[config.mk]
export PLATFORM = sky130hd
export DESIGN_NAME = pdi_frame_link_engine_unit
export DESIGN_NICKNAME = d
export VERILOG_FILES = /design/src/sv/pdi_fle_pkg.sv /design/src/sv/pdi_frame_link_engine_unit.sv /design/src/sv/pdi_fle_step.sv
export SDC_FILE = /design/constraint.sdc
export NUM_CORES = 1
export LEC_CHECK = 0
export BUFFER_PORTS_ARGS = -buffer_cell sky130_fd_sc_hd__buf_2
export CORE_ASPECT_RATIO = 1.5
export CORE_MARGIN = 4
export CORE_UTILIZATION = 42
export CTS_CLUSTER_DIAMETER = 100
export DETAILED_ROUTE_END_ITERATION = 16
export SETUP_SLACK_MARGIN = 0.1
export SYNTH_ARGS = -nofsm -noshare
export SYNTH_HDL_FRONTEND = slang
export SYNTH_SLANG_ARGS = --single-unit
[constraint.sdc]
create_clock -name clk -period 5.2 [get_ports clk]
set_clock_uncertainty 0.2 [all_clocks]
set_input_delay 0.26 -clock clk [delete_from_list [all_inputs] [get_ports clk]]
set_output_delay 0.26 -clock clk [all_outputs]
set_load 0.005 [all_outputs]
[src/sv/pdi_fle_pkg.sv]
package pdi_fle_pkg;

  // Operation running on the link
  typedef enum logic [2:0] {
    MODE_IDLE  = 3'd0,
    MODE_SEND  = 3'd1,
    MODE_BREAK = 3'd2,
    MODE_TURN  = 3'd3,
    MODE_RECV  = 3'd4
  } mode_t;

  // Command codes taken while idle
  localparam logic [2:0] CMD_TICK  = 3'd0;
  localparam logic [2:0] CMD_SEND  = 3'd1;
  localparam logic [2:0] CMD_BREAK = 3'd2;
  localparam logic [2:0] CMD_TURN  = 3'd3;
  localparam logic [2:0] CMD_RECV  = 3'd4;

  localparam logic [10:0] FRAME_CLOCKS = 11'd12;
  localparam logic [10:0] TURN_CLOCKS  = 11'd2;
  localparam logic [10:0] RX_EXTRA     = 11'd13;
  localparam logic [11:0] WIN_PRESET   = 12'hFFF;
  localparam logic [11:0] FRAME_MASK   = 12'hC01;
  localparam logic [11:0] FRAME_MATCH  = 12'hC00;

  // Link engine state
  typedef struct packed {
    mode_t       mode;
    logic [11:0] win;
    logic [10:0] left;
  } st_t;

  // One input request
  typedef struct packed {
    logic [2:0] command;
    logic [7:0] tx_byte;
    logic       line_in;
  } req_t;

  // One result
  typedef struct packed {
    logic       busy_res;
    logic       rx_timeout;
    logic [7:0] rx_byte;
    logic       rx_done;
    logic       clock_pulse;
    logic       data_drive;
    logic       data_out;
  } res_t;

endpackage

[src/sv/pdi_frame_link_engine_unit.sv]
// PDI link engine: each input request is one PDI clock period and yields
// exactly one result. A request is registered on entry, stepped through the
// link state machine and the result registered on exit; one request per
// cycle is sustained, and the output register and the input register stall
// together only when the result side holds tready low.
// Commands (tuser: 0 tick, 1 send frame, 2 break, 3 turnaround, 4 receive)
// are taken only while no operation runs. A frame is 12 bits LSB first with
// even parity and two stop bits; receive times out when a counter set to
// rx_idle_limit + 13 runs out. Write cfg_wdata only while the engine is idle.
module pdi_frame_link_engine_unit import pdi_fle_pkg::*; #(
  parameter int BREAK_CLOCKS = 24
) (
  input  logic        clk,
  input  logic        rst_n,
  input  logic        cfg_wen,
  input  logic [9:0]  cfg_wdata,
  input  logic        in_tvalid,
  output logic        in_tready,
  // [7:0] tx_byte, [8] line_in, [15:9] zero
  input  logic [15:0] in_tdata,
  // [2:0] command
  input  logic [2:0]  in_tuser,
  output logic        out_tvalid,
  input  logic        out_tready,
  // [0] data_out, [1] data_drive, [2] clock_pulse, [3] rx_done,
  // [11:4] rx_byte, [12] rx_timeout, [13] busy_res, [15:14] zero
  output logic [15:0] out_tdata
);

  logic [9:0] limit_r;
  logic       s1_valid_r;
  req_t       s1_req_r;
  st_t        st_r, st_nxt;
  res_t       res;
  logic       adv;

  // Hold the receive idle limit
  always_ff @(posedge clk) begin
    if (!rst_n) begin
      limit_r <= 10'd256;
    end else if (cfg_wen) begin
      limit_r <= cfg_wdata;
    end
  end

  assign adv       = !out_tvalid || out_tready;
  assign in_tready = !s1_valid_r || adv;

  // Capture the input request
  always_ff @(posedge clk) begin
    if (!rst_n) begin
      s1_valid_r <= 1'b0;
    end else if (in_tready) begin
      s1_valid_r <= in_tvalid;
    end
  end

  always_ff @(posedge clk) begin
    if (in_tready && in_tvalid) begin
      s1_req_r.command <= in_tuser;
      s1_req_r.tx_byte <= in_tdata[7:0];
      s1_req_r.line_in <= in_tdata[8];
    end
  end

  pdi_fle_step #(
    .BREAK_CLOCKS(BREAK_CLOCKS)
  ) u_step (
    .st_cur       (st_r),
    .req          (s1_req_r),
    .rx_idle_limit(limit_r),
    .st_nxt       (st_nxt),
    .res          (res)
  );

  // Advance link state and result together
  always_ff @(posedge clk) begin
    if (!rst_n) begin
      st_r.mode  <= MODE_IDLE;
      st_r.win   <= WIN_PRESET;
      st_r.left  <= 11'd0;
      out_tvalid <= 1'b0;
    end else if (adv) begin
      out_tvalid <= s1_valid_r;
      if (s1_valid_r) begin
        st_r <= st_nxt;
      end
    end
  end

  always_ff @(posedge clk) begin
    if (adv && s1_valid_r) begin
      out_tdata <= {2'b00, res};
    end
  end

  // Idle always leaves the clock counter empty
  a_idle_left: assert property (@(posedge clk) disable iff (!rst_n)
    st_r.mode == MODE_IDLE |-> st_r.left == 11'd0)
    else $error("idle with clocks left");

  // Reported busy matches the state left behind
  a_busy_state: assert property (@(posedge clk) disable iff (!rst_n)
    (adv && s1_valid_r) |=> (out_tdata[13] == (st_r.mode != MODE_IDLE)))
    else $error("busy flag disagrees with state");

  // Driving the line always comes with a clock pulse
  a_drive_clk: assert property (@(posedge clk) disable iff (!rst_n)
    (out_tvalid && out_tdata[1]) |-> out_tdata[2])
    else $error("line driven without clock");

  // A frame and a timeout never finish in the same period
  a_done_tmo: assert property (@(posedge clk) disable iff (!rst_n)
    out_tvalid |-> !(out_tdata[3] && out_tdata[12]))
    else $error("rx done and timeout together");

endmodule

[src/sv/pdi_fle_step.sv]
module pdi_fle_step import pdi_fle_pkg::*; #(
  parameter int BREAK_CLOCKS = 24
) (
  input  st_t        st_cur,
  input  req_t       req,
  input  logic [9:0] rx_idle_limit,
  output st_t        st_nxt,
  output res_t       res
);

  localparam logic [10:0] BreakLeft = 11'(BREAK_CLOCKS);

  always_comb begin
    mode_t       mode;
    logic [11:0] win;
    logic [10:0] left;
    mode = st_cur.mode;
    win  = st_cur.win;
    left = st_cur.left;
    res  = '0;

    // Start an operation when idle
    if (mode == MODE_IDLE) begin
      case (req.command)
        CMD_SEND: begin
          win  = {2'b11, ^req.tx_byte, req.tx_byte, 1'b0};
          left = FRAME_CLOCKS;
          mode = MODE_SEND;
        end
        CMD_BREAK: begin
          left = BreakLeft;
          mode = MODE_BREAK;
        end
        CMD_TURN: begin
          left = TURN_CLOCKS;
          mode = MODE_TURN;
        end
        CMD_RECV: begin
          win  = WIN_PRESET;
          left = {1'b0, rx_idle_limit} + RX_EXTRA;
          mode = MODE_RECV;
        end
        default: ;
      endcase
    end

    // Run one clock of the operation
    if (mode != MODE_IDLE) begin
      res.clock_pulse = 1'b1;
      case (mode)
        MODE_SEND: begin
          res.data_drive = 1'b1;
          res.data_out   = win[0];
          win            = {1'b0, win[11:1]};
        end
        MODE_BREAK: res.data_drive = 1'b1;
        MODE_RECV:  win = {req.line_in, win[11:1]};
        default: ;
      endcase
      if (left != 11'd0) left = left - 11'd1;
      if (mode == MODE_RECV) begin
        if ((win & FRAME_MASK) == FRAME_MATCH) begin
          res.rx_done = 1'b1;
          res.rx_byte = win[8:1];
          mode        = MODE_IDLE;
          left        = 11'd0;
        end else if (left == 11'd0) begin
          res.rx_timeout = 1'b1;
          mode           = MODE_IDLE;
        end
      end else if (left == 11'd0) begin
        mode = MODE_IDLE;
      end
    end

    res.busy_res = (mode != MODE_IDLE);
    st_nxt.mode  = mode;
    st_nxt.win   = win;
    st_nxt.left  = left;
  end

endmodule
==> impl_metrics.yaml <==
power_and_ir_drop:
  p_sw_w: 0.0003981
  combPwrFrac_pct: 18.6
  p_sw_share_pct: 27.57
  max-vdd-ir-drop_mv: 0.1893
  intPower_w: 0.001046
  p_per_area_nw_per_um2: 334.2
  pwr-share-seq_pct: 40.0
  leakagePower_nw: 1.728
  clkPwrFrac_pct: 41.3
timing:
  tightest_slew_ns: 0.8419
  layout_min_cycle_time_ns: 4.236
  max_slew_margin_pct: 42.42
  report.final.slew_viol_count: 0
  fin_setup_tns_ns: 0
  post-route-period-util_pct: 81.47
  rsz0062_at_grt: "false"
  hold_viol: 1
  max_freq_mhz: 236.1
  fin_ws_ns: 0.9638
  holdWs_ns: -0.004491
  setup_viol: 0
routing:
  drc: 0
  drtAntennaViolNets: 0
  vias: 3256
  wl_per_cell_um: 17.76
  drt_wl_total_um: 9947
  dr.pass1.iters: 4
  detail_route.iter0.violations: 199
  vias_per_cell: 5.814
yosys:
  synth_cell_type_count: 62
  synthCells: 396
  yosysWarnings: 0
  synth-seq-cells: 64
  netlist_area_um2: 3551
  yosysTopAreaCell: "edfxtp_1"
  synthTopCellsByArea: "edfxtp_1 (22%), dfxtp_1 (21%), nand2_1 (4.1%)"
  ys_seq_area_share_pct: 43.41
  synth-main-ff-cell: "dfxtp_1"
  netlist.area_leader.share_pct: 21.99
  async_flop_share_pct: 0
  syn_area_per_cell_um2: 8.967
  synth_edf_count: 26
clocking:
  htreeDepth: 3
  post_cts_buffers: 0
  cts_tree: "built"
  cts_made_buffers: 9
  clock_latency_ns: 0.34
  cts_root_buf: "clkbuf_16"
  clk_path_buf_depth: 2
  clkTransAtPathRegs_ns: 0.05
  cts_hold_buffers: 21
  post_cts_resize_count: 0
  cts.sinks: 64
global_route:
  grt_overflow_total: 0
  first_global_vias: 3263
  grt_max_degree: 40
  grt_pass1_wl_um: 16040
  grt_use_total_pct: 20.30
  grt_antenna_before_repair: 0
finish:
  regArea_um2: 1541
  num_antenna_cells: 0
  num-fill-cells: 781
  final_cell_area_um2: 4322
  final_layout_size_suffix_gt1_share_pct: 16.26
  multi_input_area_um2: 1854
  nNetsFinal: 486
  syn_to_final_growth_pct: 21.71
setup_path:
  worstPathRequired_ns: 5.21
  startpoint_type: "flip-flop"
  crit_path_start: "s1_req_r[10]"
  path_class: "reg -> reg"
  cp_max_fo: 18
  r2r_end: "st_r[23]"
  r2r_start: "s1_req_r[10]"
  worstSetupEndpointType: "flip-flop"
  worstPathArrival_ns: 4.25
  ff2ff_path_depth: 12
  endpoint: "st_r[23]"
  reg2reg_slack_ns: 0.96
floorplan:
  die_width_um: 83.08
  pin_count: 52
  die_area_um2: 10020
  die_h_um: 120.6
  initial_core_util_pct: 43.80
  fp.coreArea_um2: 8108
  num_rows: 40
outcome:
  status: "complete, but fails checks"
  violations: "hold timing"
placed_design:
  dpl_cell_area_um2: 3820
  hpwlAfterDp_um: 6875
  gp_congestion: 0.8735
  dp_slack_ns: 0.9845
  port_buffers: 42
job:
  drv_cap: 0
worst_hold_path:
  hp-class: "in -> reg"
-- worst min path at each step --
| stage | startpoint | to | slack [ns] | depth (start not counted) |
|---|---|---|---|---|
| 2_1_floorplan | in_tdata[8] | s1_req_r[0] | 0.16 | 0 |
| 3_3_place_gp | in_tdata[7] | s1_req_r[8] | 0.24 | 1 |
| 3_5_place_dp | in_tdata[2] | s1_req_r[3] | 0.24 | 1 |
| 4_1_cts | cfg_wdata[0] | limit_r[0] | 0.0008 | 3 |
| 5_1_grt | cfg_wdata[0] | limit_r[0] | 0.02 | 3 |
| 6_report | cfg_wdata[0] | limit_r[0] | -0.004 | 3 |
-- registers in the layout, summed over array words and instances (netlist names) --
| signal | cells |
|---|---|
| s1_valid_r | 1 |
| out_tdata | 14 |
| s1_req_r | 12 |
| limit_r | 10 |
| st_r | 26 |
| out_tvalid | 1 |
-- area by class of cell --
type / instances / share of cell area [%]
repair buffers: 70 / 10.94
inverters: 8 / 0.6948
well taps: 105 / 3.040
clock buffers: 12 / 5.704
multi-input cells: 297 / 42.91
clock inverters: 4 / 1.042
flip-flops and latches: 64 / 35.67
-- through the flow --
step | instances | utilization (%) | total power (W)
2_1_floorplan | 397 | - | 0.0007742
4_1_cts | 560 | 53.30 | 0.001452
3_3_place_gp | 523 | 47.11 | 0.0008401
5_1_grt | 560 | 53.30 | 0.001506
3_5_place_dp | 523 | 47.11 | 0.0008422
6_report | 560 | 53.30 | 0.001444
-- layout by cell type, fill, tap and decap left out, drive strengths merged, types with 4 or more instances in the layout --
| cell type | n |
|---|---|
| buf | 49 |
| nand2 | 39 |
| dfxtp | 38 |
| nor2 | 34 |
| o21ai | 29 |
| edfxtp | 26 |
| dlygate4sd3 | 21 |
| nand3 | 18 |
| a21oi | 16 |
| nor2b | 13 |
| xnor2 | 12 |
| clkbuf | 12 |
| mux2i | 11 |
| inv | 8 |
| nor3 | 8 |
| o22ai | 8 |
| nor4 | 8 |
| and2 | 7 |
| o221ai | 6 |
| o211ai | 6 |
| a31oi | 5 |
| o22a | 5 |
| or3 | 5 |
| a2111oi | 4 |
| and4 | 4 |
| a211o | 4 |
| and3 | 4 |
| xor2 | 4 |
-- power by group through the flow --
stage,Clock [W],Sequential [W],Combinational [W]
finish,0.000597,0.000578,0.000269
global route,0.000627,0.000581,0.000297
CTS,0.000607,0.000578,0.000268
detailed placement,0,0.000588,0.000254
global placement,0,0.000587,0.000253
floorplan,0,0.000577,0.000197
-- worst max-delay path, cell delays in order (launching register included) --
cell	delay (ns)
edfxtp_1	0.63
o21a_1	0.29
or3_1	0.50
o2bb2ai_1	0.27
inv_1	0.10
ha_1	0.21
inv_1	0.11
a31oi_1	0.31
nand4_1	0.23
or2_2	0.38
a2111o_1	0.38
nor4_2	0.39
nor2_1	0.10
-- layer usage --
metal	share of wire (%)	wire [um]	track usage [%]	up-vias
li1	-	-	-	1591
met1	38	3770	19.93	1579
met2	56	5547	39.86	68
met3	3.9	392	4.363	18
met4	2.4	236	9.100	0
met5	0	0	0	-
-- cell families after synthesis --
group	synth area share (%)
mux	3.101
xor+xnor	3.946
other cells	0.1056
compound gates	20.79
fa+ha+maj	0.7046
simple gates	23.47
buf+inv	4.475
flops	43.41
-- synthesized netlist by cell type, types with 3 or more instances --
library cell / n
o21a_1: 3
and2_1: 7
mux2i_1: 11
nor3_1: 8
nand3_1: 18
o221ai_1: 6
a21oi_1: 16
a31oi_1: 5
nor4b_1: 3
edfxtp_1: 26
dfxtp_1: 38
nor4_1: 6
o21ai_0: 28
o22a_1: 5
nand4_1: 3
a2111oi_0: 4
xnor2_1: 12
xor2_1: 4
nor2_1: 34
nand2b_1: 3
nand3b_1: 3
o31a_1: 3
nand2_1: 39
nor2b_1: 13
and3_1: 4
clkbuf_1: 22
or3_1: 4
or2_2: 3
a211o_1: 4
o211ai_1: 6
and4_1: 4
o22ai_1: 8
inv_1: 8
Note: power is estimated with default switching activity, not from simulation.
